<file path="config.mk">
export PLATFORM = sky130hd
export DESIGN_NAME = packet_reorder_with_resend
export DESIGN_NICKNAME = d
export VERILOG_FILES = /design/src/prr_pkg.sv /design/src/prr_regs.sv /design/src/prr_slots.sv /design/src/prr_ctrl.sv /design/src/packet_reorder_with_resend.sv
export SDC_FILE = /design/constraint.sdc
export NUM_CORES = 1
export LEC_CHECK = 0
export BUFFER_PORTS_ARGS = -buffer_cell sky130_fd_sc_hd__buf_2
export CELL_PAD_IN_SITES_DETAIL_PLACEMENT = 1
export CELL_PAD_IN_SITES_GLOBAL_PLACEMENT = 1
export CORE_ASPECT_RATIO = 1.1
export CORE_UTILIZATION = 50
export CTS_CLUSTER_SIZE = 16
export DETAILED_ROUTE_END_ITERATION = 6
export GPL_TIMING_DRIVEN = 0
export MAX_ROUTING_LAYER = met4
export PLACE_DENSITY = 0.79
export SLEW_MARGIN = 20
export SYNTH_ARGS = -nofsm -noshare
export SYNTH_HDL_FRONTEND = slang
export SYNTH_SLANG_ARGS = --single-unit
export TNS_END_PERCENT = 20
</file>
<file path="constraint.sdc">
create_clock -name clk_i -period 13 [get_ports clk_i]
set_input_delay 2.6 -clock clk_i [delete_from_list [all_inputs] [get_ports clk_i]]
set_output_delay 2.6 -clock clk_i [all_outputs]
set_load 0.005 [all_outputs]
</file>
<file path="src/prr_pkg.sv">
`default_nettype none

package prr_pkg;

  // Field widths of the stream items.
  localparam int SeqW     = 16;
  localparam int HandleW  = 10;
  localparam int TimeW    = 32;
  localparam int CountW   = 16;
  localparam int KindW    = 2;
  localparam int Cnt8W    = 8;
  localparam int InDataW  = 64;
  localparam int OutDataW = 48;

  // Configuration port.
  localparam int ApbAddrW = 5;
  localparam int ApbDataW = 32;

  localparam logic [15:0] ResendGapReset    = 16'd250;
  localparam logic [7:0]  DropLimitReset    = 8'd15;
  localparam logic [15:0] GapLimitReset     = 16'd10;
  localparam logic [7:0]  TimeoutLimitReset = 8'd4;
  localparam logic [15:0] CountLimitReset   = 16'd2;

  typedef enum logic [KindW-1:0] {
    KIND_DELIVER = 2'd0,
    KIND_RESEND  = 2'd1,
    KIND_STATUS  = 2'd2
  } kind_e;

  typedef enum logic [2:0] {
    REG_RESEND_GAP    = 3'd0,
    REG_DROP_LIMIT    = 3'd1,
    REG_GAP_LIMIT     = 3'd2,
    REG_TIMEOUT_LIMIT = 3'd3,
    REG_COUNT_LIMIT   = 3'd4
  } reg_idx_e;

  typedef enum logic [3:0] {
    ST_IDLE,
    ST_LOOK,
    ST_STORE,
    ST_RESEND,
    ST_SKIP_RD,
    ST_SKIP_CHK,
    ST_DRAIN_RD,
    ST_DRAIN_CHK,
    ST_STATUS
  } state_e;

  typedef struct packed {
    logic [15:0] resend_gap_ms;
    logic [7:0]  drop_limit;
    logic [15:0] gap_limit;
    logic [7:0]  timeout_limit;
    logic [15:0] count_limit;
  } cfg_t;

  // Commands from the sequencer to the slot store.
  typedef struct packed {
    logic clear_all;
    logic wr_en;
    logic retire_en;
  } slot_cmd_t;

  // Registered view of one slot, valid the cycle after its read.
  typedef struct packed {
    logic               full;
    logic               done;
    logic [SeqW-1:0]    tag;
    logic [HandleW-1:0] handle;
  } slot_view_t;

  typedef struct packed {
    logic               out_of_window;
    logic               prefer_tcp;
    logic [HandleW-1:0] handle_out;
    logic [CountW-1:0]  resend_count;
    logic [SeqW-1:0]    seq_out;
    kind_e              kind;
  } result_t;

endpackage

`default_nettype wire

</file>
<file path="src/prr_regs.sv">
`default_nettype none

module prr_regs (
  input  wire                           clk_i,
  input  wire                           rst_ni,
  input  wire                           psel,
  input  wire                           penable,
  input  wire                           pwrite,
  input  wire  [prr_pkg::ApbAddrW-1:0]  paddr,
  input  wire  [prr_pkg::ApbDataW-1:0]  pwdata,
  output logic [prr_pkg::ApbDataW-1:0]  prdata,
  output logic                          pready,
  output prr_pkg::cfg_t                 cfg_o
);
  import prr_pkg::*;

  cfg_t     cfg_q;
  reg_idx_e idx;
  logic     wr_en;

  assign idx    = reg_idx_e'(paddr[ApbAddrW-1:2]);
  assign wr_en  = psel && penable && pwrite;
  assign pready = 1'b1;
  assign cfg_o  = cfg_q;

  always_ff @(posedge clk_i or negedge rst_ni) begin
    if (!rst_ni) begin
      cfg_q.resend_gap_ms <= ResendGapReset;
      cfg_q.drop_limit    <= DropLimitReset;
      cfg_q.gap_limit     <= GapLimitReset;
      cfg_q.timeout_limit <= TimeoutLimitReset;
      cfg_q.count_limit   <= CountLimitReset;
    end else if (wr_en) begin
      case (idx)
        REG_RESEND_GAP:    cfg_q.resend_gap_ms <= pwdata[15:0];
        REG_DROP_LIMIT:    cfg_q.drop_limit    <= pwdata[7:0];
        REG_GAP_LIMIT:     cfg_q.gap_limit     <= pwdata[15:0];
        REG_TIMEOUT_LIMIT: cfg_q.timeout_limit <= pwdata[7:0];
        REG_COUNT_LIMIT:   cfg_q.count_limit   <= pwdata[15:0];
        default: ;
      endcase
    end
  end

  always_comb begin
    case (idx)
      REG_RESEND_GAP:    prdata = {16'd0, cfg_q.resend_gap_ms};
      REG_DROP_LIMIT:    prdata = {24'd0, cfg_q.drop_limit};
      REG_GAP_LIMIT:     prdata = {16'd0, cfg_q.gap_limit};
      REG_TIMEOUT_LIMIT: prdata = {24'd0, cfg_q.timeout_limit};
      REG_COUNT_LIMIT:   prdata = {16'd0, cfg_q.count_limit};
      default:           prdata = '0;
    endcase
  end

endmodule

`default_nettype wire

</file>
<file path="src/prr_slots.sv">
`default_nettype none

module prr_slots #(
  parameter int W = 32
) (
  input  wire                           clk_i,
  input  wire                           rst_ni,
  input  prr_pkg::slot_cmd_t            cmd_i,
  input  wire  [$clog2(W)-1:0]          act_idx_i,
  input  wire  [prr_pkg::SeqW-1:0]      wr_tag_i,
  input  wire  [prr_pkg::HandleW-1:0]   wr_handle_i,
  input  wire  [$clog2(W)-1:0]          rd_idx_i,
  output prr_pkg::slot_view_t           view_o
);
  import prr_pkg::*;

  logic [SeqW-1:0]    tag_mem    [W];
  logic [HandleW-1:0] handle_mem [W];
  logic [W-1:0]       full_q;
  logic [W-1:0]       done_q;
  logic               rd_full_q;
  logic               rd_done_q;
  logic [SeqW-1:0]    rd_tag_q;
  logic [HandleW-1:0] rd_handle_q;

  // Tag and handle are plain memory; reads are registered.
  always_ff @(posedge clk_i) begin
    if (cmd_i.wr_en) begin
      tag_mem[act_idx_i]    <= wr_tag_i;
      handle_mem[act_idx_i] <= wr_handle_i;
    end
    rd_tag_q    <= tag_mem[rd_idx_i];
    rd_handle_q <= handle_mem[rd_idx_i];
  end

  always_ff @(posedge clk_i or negedge rst_ni) begin
    if (!rst_ni) begin
      full_q    <= '0;
      done_q    <= '0;
      rd_full_q <= 1'b0;
      rd_done_q <= 1'b0;
    end else begin
      if (cmd_i.clear_all) begin
        full_q <= '0;
        done_q <= '0;
      end else if (cmd_i.wr_en) begin
        full_q[act_idx_i] <= 1'b1;
        done_q[act_idx_i] <= 1'b0;
      end else if (cmd_i.retire_en) begin
        full_q[act_idx_i] <= 1'b0;
        done_q[act_idx_i] <= 1'b1;
      end
      rd_full_q <= full_q[rd_idx_i];
      rd_done_q <= done_q[rd_idx_i];
    end
  end

  assign view_o.full   = rd_full_q;
  assign view_o.done   = rd_done_q;
  assign view_o.tag    = rd_tag_q;
  assign view_o.handle = rd_handle_q;

endmodule

`default_nettype wire

</file>
<file path="src/prr_ctrl.sv">
`default_nettype none

module prr_ctrl #(
  parameter int W = 32
) (
  input  wire                           clk_i,
  input  wire                           rst_ni,
  input  wire                           in_valid_i,
  output logic                          in_ready_o,
  input  wire  [prr_pkg::SeqW-1:0]      in_seq_i,
  input  wire  [prr_pkg::HandleW-1:0]   in_handle_i,
  input  wire  [prr_pkg::TimeW-1:0]     in_now_i,
  input  prr_pkg::cfg_t                 cfg_i,
  output prr_pkg::slot_cmd_t            slot_cmd_o,
  output logic [$clog2(W)-1:0]          act_idx_o,
  output logic [$clog2(W)-1:0]          rd_idx_o,
  output logic [prr_pkg::SeqW-1:0]      wr_tag_o,
  output logic [prr_pkg::HandleW-1:0]   wr_handle_o,
  input  prr_pkg::slot_view_t           view_i,
  output logic                          emit_valid_o,
  output logic                          emit_last_o,
  output prr_pkg::result_t              emit_o,
  input  wire                           emit_ok_i
);
  import prr_pkg::*;

  localparam int IdxW  = $clog2(W);
  localparam int StepW = $clog2(W + 1);
  localparam logic [IdxW-1:0]  LastIdx = IdxW'(W - 1);
  localparam logic [IdxW:0]    WinIdx  = (IdxW + 1)'(W);
  localparam logic [StepW-1:0] StepMax = StepW'(W);
  localparam logic [SeqW-1:0]  WinSeq  = SeqW'(W);

  state_e state_q, state_d;

  logic [SeqW-1:0]    seq_q;
  logic [HandleW-1:0] handle_q;
  logic [TimeW-1:0]   now_q, now_d;
  logic [SeqW-1:0]    exp_q, exp_d;
  logic [IdxW-1:0]    idx_q, idx_d;
  logic [StepW-1:0]   steps_q, steps_d;
  logic [Cnt8W-1:0]   drop_q, drop_d;
  logic [Cnt8W-1:0]   tmo_q, tmo_d;
  logic [TimeW-1:0]   last_ms_q, last_ms_d;
  logic               tcp_q, tcp_d;
  logic               gt_q, ge_q, inwin_q, time_ok_q;
  logic [SeqW-1:0]    gap_q;
  logic [IdxW-1:0]    si_q;
  logic               oow_q, oow_d;

  logic               accept;
  logic               restart;
  logic [SeqW-1:0]    diff;
  logic [IdxW:0]      slot_sum;
  logic [IdxW-1:0]    si;
  logic [TimeW-1:0]   elapsed;
  logic [Cnt8W-1:0]   drop_inc;
  logic [Cnt8W-1:0]   tmo_inc;
  logic               tmo_trip;
  logic               echo;
  logic               waiting;
  logic [IdxW-1:0]    idx_next;

  assign accept  = in_valid_i && (state_q == ST_IDLE);
  assign restart = accept && (in_seq_i == '0);

  // Window position of the arriving packet, from the ring index of the
  // expected sequence; only used where the offset is inside the window.
  assign diff     = seq_q - exp_q;
  assign slot_sum = {1'b0, idx_q} + {1'b0, diff[IdxW-1:0]};
  assign si       = (slot_sum >= WinIdx) ? IdxW'(slot_sum - WinIdx) : slot_sum[IdxW-1:0];
  assign elapsed  = now_q - last_ms_q;

  assign drop_inc = (drop_q == '1) ? drop_q : drop_q + Cnt8W'(1);
  assign tmo_inc  = (tmo_q == '1) ? tmo_q : tmo_q + Cnt8W'(1);
  assign tmo_trip = tmo_q > cfg_i.timeout_limit;
  assign echo     = (view_i.full || view_i.done) && (view_i.tag == seq_q);
  assign waiting  = view_i.full && (view_i.tag == exp_q);
  // The ring index follows the expected sequence, which wraps to zero.
  assign idx_next = ((idx_q == LastIdx) || (exp_q == '1)) ? '0 : idx_q + IdxW'(1);

  always_comb begin
    state_d = state_q;
    case (state_q)
      ST_IDLE:      if (in_valid_i) state_d = ST_LOOK;
      ST_LOOK:      state_d = ST_STORE;
      ST_STORE: begin
        if (!gt_q) state_d = ST_DRAIN_RD;
        else if (tmo_trip) state_d = ST_SKIP_RD;
        else if (time_ok_q) state_d = ST_RESEND;
        else state_d = ST_STATUS;
      end
      ST_RESEND:    if (emit_ok_i) state_d = ST_STATUS;
      ST_SKIP_RD:   state_d = (steps_q == StepMax) ? ST_DRAIN_RD : ST_SKIP_CHK;
      ST_SKIP_CHK:  state_d = waiting ? ST_DRAIN_RD : ST_SKIP_RD;
      ST_DRAIN_RD:  state_d = (steps_q == StepMax) ? ST_STATUS : ST_DRAIN_CHK;
      ST_DRAIN_CHK: begin
        if (!waiting) state_d = ST_STATUS;
        else if (emit_ok_i) state_d = ST_DRAIN_RD;
      end
      ST_STATUS:    if (emit_ok_i) state_d = ST_IDLE;
      default:      state_d = ST_IDLE;
    endcase
  end

  always_comb begin
    in_ready_o   = (state_q == ST_IDLE);
    slot_cmd_o   = '0;
    act_idx_o    = si_q;
    rd_idx_o     = idx_q;
    wr_tag_o     = seq_q;
    wr_handle_o  = handle_q;
    emit_valid_o = 1'b0;
    emit_last_o  = 1'b0;
    emit_o       = '0;
    emit_o.kind  = KIND_STATUS;
    emit_o.seq_out    = exp_q;
    emit_o.prefer_tcp = tcp_q;

    now_d     = now_q;
    exp_d     = exp_q;
    idx_d     = idx_q;
    steps_d   = steps_q;
    drop_d    = drop_q;
    tmo_d     = tmo_q;
    last_ms_d = last_ms_q;
    tcp_d     = tcp_q;
    oow_d     = oow_q;

    case (state_q)
      ST_IDLE: begin
        now_d = in_now_i;
        if (restart) begin
          slot_cmd_o.clear_all = 1'b1;
          exp_d  = '0;
          idx_d  = '0;
          drop_d = '0;
        end
      end
      ST_LOOK: begin
        rd_idx_o = si;
      end
      ST_STORE: begin
        act_idx_o         = si_q;
        slot_cmd_o.wr_en  = ge_q && inwin_q && !echo;
        oow_d             = ge_q && !inwin_q;
        steps_d           = '0;
        if (gt_q) begin
          drop_d = drop_inc;
          if ((drop_inc > cfg_i.drop_limit) || (gap_q > cfg_i.gap_limit) || tmo_trip ||
              (gap_q > cfg_i.count_limit)) begin
            tcp_d = 1'b1;
          end
          if (!tmo_trip) begin
            tmo_d = tmo_inc;
            if (time_ok_q) last_ms_d = now_q;
          end
        end
      end
      ST_RESEND: begin
        emit_valid_o        = 1'b1;
        emit_o.kind         = KIND_RESEND;
        emit_o.resend_count = gap_q;
      end
      ST_SKIP_RD: begin
        // A skip that walked the whole window hands a fresh count to the drain.
        if (steps_q == StepMax) steps_d = '0;
      end
      ST_SKIP_CHK: begin
        if (waiting) begin
          steps_d = '0;
        end else begin
          exp_d   = exp_q + SeqW'(1);
          idx_d   = idx_next;
          steps_d = steps_q + StepW'(1);
        end
      end
      ST_DRAIN_CHK: begin
        act_idx_o = idx_q;
        if (waiting) begin
          emit_valid_o      = 1'b1;
          emit_o.kind       = KIND_DELIVER;
          emit_o.handle_out = view_i.handle;
          if (emit_ok_i) begin
            slot_cmd_o.retire_en = 1'b1;
            tmo_d   = '0;
            exp_d   = exp_q + SeqW'(1);
            idx_d   = idx_next;
            steps_d = steps_q + StepW'(1);
          end
        end
      end
      ST_STATUS: begin
        emit_valid_o         = 1'b1;
        emit_last_o          = 1'b1;
        emit_o.out_of_window = oow_q;
      end
      default: ;
    endcase
  end

  always_ff @(posedge clk_i or negedge rst_ni) begin
    if (!rst_ni) begin
      state_q   <= ST_IDLE;
      exp_q     <= '0;
      idx_q     <= '0;
      steps_q   <= '0;
      drop_q    <= '0;
      tmo_q     <= '0;
      last_ms_q <= '0;
      tcp_q     <= 1'b0;
      oow_q     <= 1'b0;
    end else begin
      state_q   <= state_d;
      exp_q     <= exp_d;
      idx_q     <= idx_d;
      steps_q   <= steps_d;
      drop_q    <= drop_d;
      tmo_q     <= tmo_d;
      last_ms_q <= last_ms_d;
      tcp_q     <= tcp_d;
      oow_q     <= oow_d;
    end
  end

  // Item payload and the compare results of the look-up cycle.
  always_ff @(posedge clk_i) begin
    now_q <= now_d;
    if (accept) begin
      seq_q    <= in_seq_i;
      handle_q <= in_handle_i;
    end
    if (state_q == ST_LOOK) begin
      gt_q      <= seq_q > exp_q;
      ge_q      <= seq_q >= exp_q;
      inwin_q   <= diff < WinSeq;
      gap_q     <= diff;
      si_q      <= si;
      time_ok_q <= elapsed > {16'd0, cfg_i.resend_gap_ms};
    end
  end

endmodule

`default_nettype wire

</file>
<file path="src/packet_reorder_with_resend.sv">
// Sequence reorder buffer with resend requests.
// Input stream (s_axis_*): one item per arriving packet, carrying its
// sequence number, the handle of the buffer that holds it, and the current
// millisecond time. Sequence 0 restarts the session and empties the ring.
// Output stream (m_axis_*): for every input item, zero or more deliveries
// (kind 0, in sequence order) or one resend request (kind 1), and then one
// status item (kind 2) that carries tlast. Registers sit on an APB port, and
// the user must write them only while the block is idle; nothing enforces it.
// Flow: the block takes one item at a time. An item passes through accept,
// look-up and store, then a resend state if one is due, or a read state and
// a check state per ring slot examined while skipping or draining, and then
// status. A skip or drain that has walked the whole window ends in its read
// state instead of a last check. The slot memory has a single read port
// with registered data, which is why each slot needs both states.
// Reset clears the window, the counters, the slot flags and the prefer-TCP
// flag, and loads the register defaults. When the receiver stalls, the
// result sits in the output register and the sequencer waits in place.
`default_nettype none

module packet_reorder_with_resend #(
  parameter int WINDOW = 32
) (
  input  wire                            clk_i,
  input  wire                            rst_ni,
  // seq[15:0], handle[25:16], now_ms[57:26], zero[63:58]
  input  wire  [prr_pkg::InDataW-1:0]    s_axis_tdata,
  input  wire                            s_axis_tvalid,
  output logic                           s_axis_tready,
  // kind[1:0], seq_out[17:2], resend_count[33:18], handle_out[43:34],
  // prefer_tcp[44], out_of_window[45], zero[47:46]
  output logic [prr_pkg::OutDataW-1:0]   m_axis_tdata,
  output logic                           m_axis_tvalid,
  input  wire                            m_axis_tready,
  output logic                           m_axis_tlast,
  input  wire                            psel,
  input  wire                            penable,
  input  wire                            pwrite,
  input  wire  [prr_pkg::ApbAddrW-1:0]   paddr,
  input  wire  [prr_pkg::ApbDataW-1:0]   pwdata,
  output logic [prr_pkg::ApbDataW-1:0]   prdata,
  output logic                           pready
);
  import prr_pkg::*;

  localparam int IdxW = $clog2(WINDOW);

  cfg_t               cfg;
  slot_cmd_t          slot_cmd;
  slot_view_t         view;
  logic [IdxW-1:0]    act_idx;
  logic [IdxW-1:0]    rd_idx;
  logic [SeqW-1:0]    wr_tag;
  logic [HandleW-1:0] wr_handle;
  logic               emit_valid;
  logic               emit_last;
  result_t            emit;
  logic               emit_ok;

  logic                out_valid_q;
  logic                out_last_q;
  logic [OutDataW-1:0] out_data_q;

  prr_regs u_regs (
    .clk_i   (clk_i),
    .rst_ni  (rst_ni),
    .psel    (psel),
    .penable (penable),
    .pwrite  (pwrite),
    .paddr   (paddr),
    .pwdata  (pwdata),
    .prdata  (prdata),
    .pready  (pready),
    .cfg_o   (cfg)
  );

  prr_slots #(.W(WINDOW)) u_slots (
    .clk_i       (clk_i),
    .rst_ni      (rst_ni),
    .cmd_i       (slot_cmd),
    .act_idx_i   (act_idx),
    .wr_tag_i    (wr_tag),
    .wr_handle_i (wr_handle),
    .rd_idx_i    (rd_idx),
    .view_o      (view)
  );

  prr_ctrl #(.W(WINDOW)) u_ctrl (
    .clk_i        (clk_i),
    .rst_ni       (rst_ni),
    .in_valid_i   (s_axis_tvalid),
    .in_ready_o   (s_axis_tready),
    .in_seq_i     (s_axis_tdata[15:0]),
    .in_handle_i  (s_axis_tdata[25:16]),
    .in_now_i     (s_axis_tdata[57:26]),
    .cfg_i        (cfg),
    .slot_cmd_o   (slot_cmd),
    .act_idx_o    (act_idx),
    .rd_idx_o     (rd_idx),
    .wr_tag_o     (wr_tag),
    .wr_handle_o  (wr_handle),
    .view_i       (view),
    .emit_valid_o (emit_valid),
    .emit_last_o  (emit_last),
    .emit_o       (emit),
    .emit_ok_i    (emit_ok)
  );

  // Output register: a new result may load when it is empty or the held one leaves.
  assign emit_ok = !out_valid_q || m_axis_tready;

  always_ff @(posedge clk_i or negedge rst_ni) begin
    if (!rst_ni) begin
      out_valid_q <= 1'b0;
    end else if (emit_ok) begin
      out_valid_q <= emit_valid;
    end
  end

  always_ff @(posedge clk_i) begin
    if (emit_ok && emit_valid) begin
      out_data_q <= {2'b00, emit};
      out_last_q <= emit_last;
    end
  end

  assign m_axis_tvalid = out_valid_q;
  assign m_axis_tdata  = out_data_q;
  assign m_axis_tlast  = out_last_q;

endmodule

`default_nettype wire

</file>
==> impl_metrics.toml <==
[outcome]
status = "complete, no violations"

[hold_path]
hold_end = "u_ctrl.steps_q[5]"
worstHoldStart = "u_ctrl.steps_q[5]"
hold_depth = 1
hold_path.class = "reg2reg"

[die]
core_um2 = 102000
die_h_um = 340
num_rows = 123
fp.dieW_um = 309
start_util_pct = 50.5
io_pins = 192
dieArea_um2 = 105000

[grt]
antenna_found_initial = 3
grt_max_degree = 93
globalRouteOverflowTotal = 0
grt_pass1_vias = 35285
grt_first_pass_wirelength_um = 233000
grt_util_all_layers_pct = 31.3

[critical_path]
cp_slowest_cell = "buf_1"
r2r_end = "u_slots.rd_tag_q[9]"
rr_worst_depth = 16
rr_startpoint = "u_ctrl.wr_tag_o[0]"
start_kind = "primary input"
critical-path-max-stage-delay_ns = 0.62
worstPathMaxFanout = 10
required_ns = 10.40
crit_chain = "buf_2 -> buf_1 -> clkbuf_1 -> mux2i_1 -> nor2_1 -> a21oi_1 -> nor2_1 -> buf_2"
reg2reg_slack_ns = 6.59
crit_type = "in2out"
crit_arrival_ns = 4.51
end_kind = "output port"

[timing]
slew_headroom_pct = 15.6
finalCritPeriodShare_pct = 54.7
finalClockSkew_ns = 0.0431
hold_viol = 0
tightest_slew_ns = 1.25
slew_violations = 0
grt_setup_unrepaired = "no"
max_freq_ghz = 0.141
setup_viol = 0
min_period_ns = 7.11
timing.setup.tns_ns = 0

[synth]
async_reset_ff_share_pct = 17.7
syn_area_per_cell_um2 = 14.9
synth_enable_flop_cells = 962
yosysMostFrequentCell = "edfxtp_1"
syn_area_um2 = 51800
synthCells = 3486
synth_largest_area_cell = "edfxtp_1"
synth_top_cell_area_share_pct = 55.8
seq_area_frac_synth_pct = 67.1
ys_types = 87
synthTopCellsByArea = "edfxtp_1, mux4_2, dfrtp_1"
synth_seq_cells = 1200
synth_common_cells = "edfxtp_1, nand2_1, mux4_2"
synthFlopType = "edfxtp_1"
synth_warnings = 0

[power]
peakVddDrop_uv = 142
power_density_nw_per_um2 = 253
p_leak_nw = 22.2

[detailed_routing]
drtAntennaViolNets = 0
drc_errors = 0
dr.pass1.iters = 5
vias = 33116
viasPerCell = 6.22
wl_um = 157000
first_iter_violations = 3381
routedWlPerCell_um = 29.5

[clock_network]
cts_resized = 0
cts_tree = "yes"
postCtsSetupBuffers = 0
clock-sinks = 1200
holdBufCountCts = 0
cts_root_buffer = "clkbuf_16"
path_clk_slew_ns = 0.06
cts-buffers-inserted = 117
h-tree-depth = 3
clockBufferDepth = 3
clk_latency_ns = 0.74

[final_layout]
final-seq-area_um2 = 34700
drive_gt1_share_pct = 21.6
final_cells = 5323
final_net_count = 4075
n_fill_cell = 9639
areaGrowthSynthToFinish_pct = 16.1
multi_input_area_um2 = 15900

[place]
dp_hpwl_um = 107000
io_buffers = 148
post-place-cells = 5090
gp_congestion = 0.920

[run]
maxCapViolations = 0
==> metal layers <==
metal,global-route usage [%],wire (µm),vias up
met4,15.2,8320,0
met2,51.2,78200,1806
met1,38.0,58500,17062
met3,4.96,12100,389
li1,-,-,13859
met5,-,0,-
==> layout by cell type (no fill, tap or decap), drive strengths merged, types with 13 or more instances in the layout <==
cell type and count:
edfxtp 962, nand2 438, buf 301, clkbuf 252
mux4 224, dfrtp 198, nor2 163, o21ai 160
inv 152, a21oi 146, ha 122, nand3 92
mux2 61, nor3 59, xnor2 56, clkinv 49
a21o 41, nand4 37, and2 35, o211ai 32
xor2 29, dfxtp 26, nor4 22, nand2b 19
conb 19, nor2b 17, o21a 17, mux2i 17
o22ai 17, a22oi 16, bufinv 14, dfstp 14
a31oi 13
==> logic make-up (layout without fill, tap and decap cells) <==
family	Yosys count	count (layout)	synth area share, %
AO/OA/AOI/OAI	504	504	6.00
XOR/XNOR	85	85	1.44
adder cells (fa/ha/maj)	125	125	3.06
buffers and inverters	332	774	2.85
flip-flops	1200	1200	67.1
multiplexers	302	302	11.4
other	2	22	0.0145
AND/OR/NAND/NOR	936	936	8.19
==> per-stage QoR <==
| step | hold WS [ns] | cell area (µm²) | utilization [%] | power [W] | setup WS (ns) |
|---|---|---|---|---|---|
| after floorplan | 0.440 | 51900 | - | 0.00909 | 6.44 |
| after global placement | 0.466 | 54300 | 53.0 | 0.0112 | 1.34 |
| after detailed placement | 0.477 | 56000 | 54.7 | 0.0115 | 5.91 |
| after CTS | 0.486 | 60000 | 58.5 | 0.0152 | 5.90 |
| after global routing | 0.517 | 60100 | 58.7 | 0.0159 | 5.76 |
| final | 0.480 | 60100 | 58.7 | 0.0152 | 5.89 |
==> report_power, final <==
group          internal (W)  switching (W)
registers           0.00475       0.000367
clock network       0.00200        0.00154
logic               0.00241        0.00419
total               0.00915        0.00609
==> layout make-up <==
cell class / count / share of cell area (%)
multi-input cells: 1971 / 26.5
clock inverters: 72 / 1.39
well taps: 1375 / 2.86
clock buffers: 150 / 5.23
repair buffers: 220 / 3.85
plain buffers: 183 / 1.52
flip-flops and latches: 1200 / 57.7
inverters: 149 / 0.930
diodes: 3 / 0.0125
==> how the worst max path moves through the flow <==
stage | from | end | slack [ns] | cells after the start
CTS | paddr[4] | prdata[14] | 5.90 | 8
finish | paddr[4] | prdata[14] | 5.89 | 8
floorplan | u_ctrl.state_q[3] | s_axis_tready | 6.44 | 2
global placement | u_ctrl.state_q[3] | u_ctrl.exp_q[8] | 1.34 | 9
detailed placement | paddr[4] | prdata[14] | 5.91 | 8
global route | paddr[4] | prdata[14] | 5.76 | 8
==> worst max-delay path, delay by kind of cell <==
family / cells / cell delay [ns]
multiplexers: 1 / 0.25
AO/OA/AOI/OAI: 1 / 0.15
AND/OR/NAND/NOR: 2 / 0.11
buffers and inverters: 4 / 1.39
==> flip-flops by register name (all words and copies together), names as in the netlist, 4 cells and up <==
| signal | cells |
|---|---|
| u_ctrl.tmo_q | 8 |
| u_regs.cfg_o | 64 |
| u_ctrl.gap_q | 16 |
| u_ctrl.last_ms_q | 32 |
| u_slots.tag_mem | 512 |
| u_slots.rd_tag_q | 16 |
| u_ctrl.state_q | 4 |
| u_ctrl.si_q | 5 |
| u_ctrl.steps_q | 6 |
| u_slots.full_q | 32 |
| m_axis_tdata | 46 |
| u_ctrl.idx_q | 5 |
| u_slots.handle_mem | 320 |
| u_slots.done_q | 32 |
| u_ctrl.now_q | 32 |
| u_slots.rd_handle_q | 10 |
| u_ctrl.wr_handle_o | 10 |
| u_ctrl.wr_tag_o | 16 |
| u_ctrl.drop_q | 8 |
| u_ctrl.exp_q | 16 |
Power figures use the tool's default switching activity.
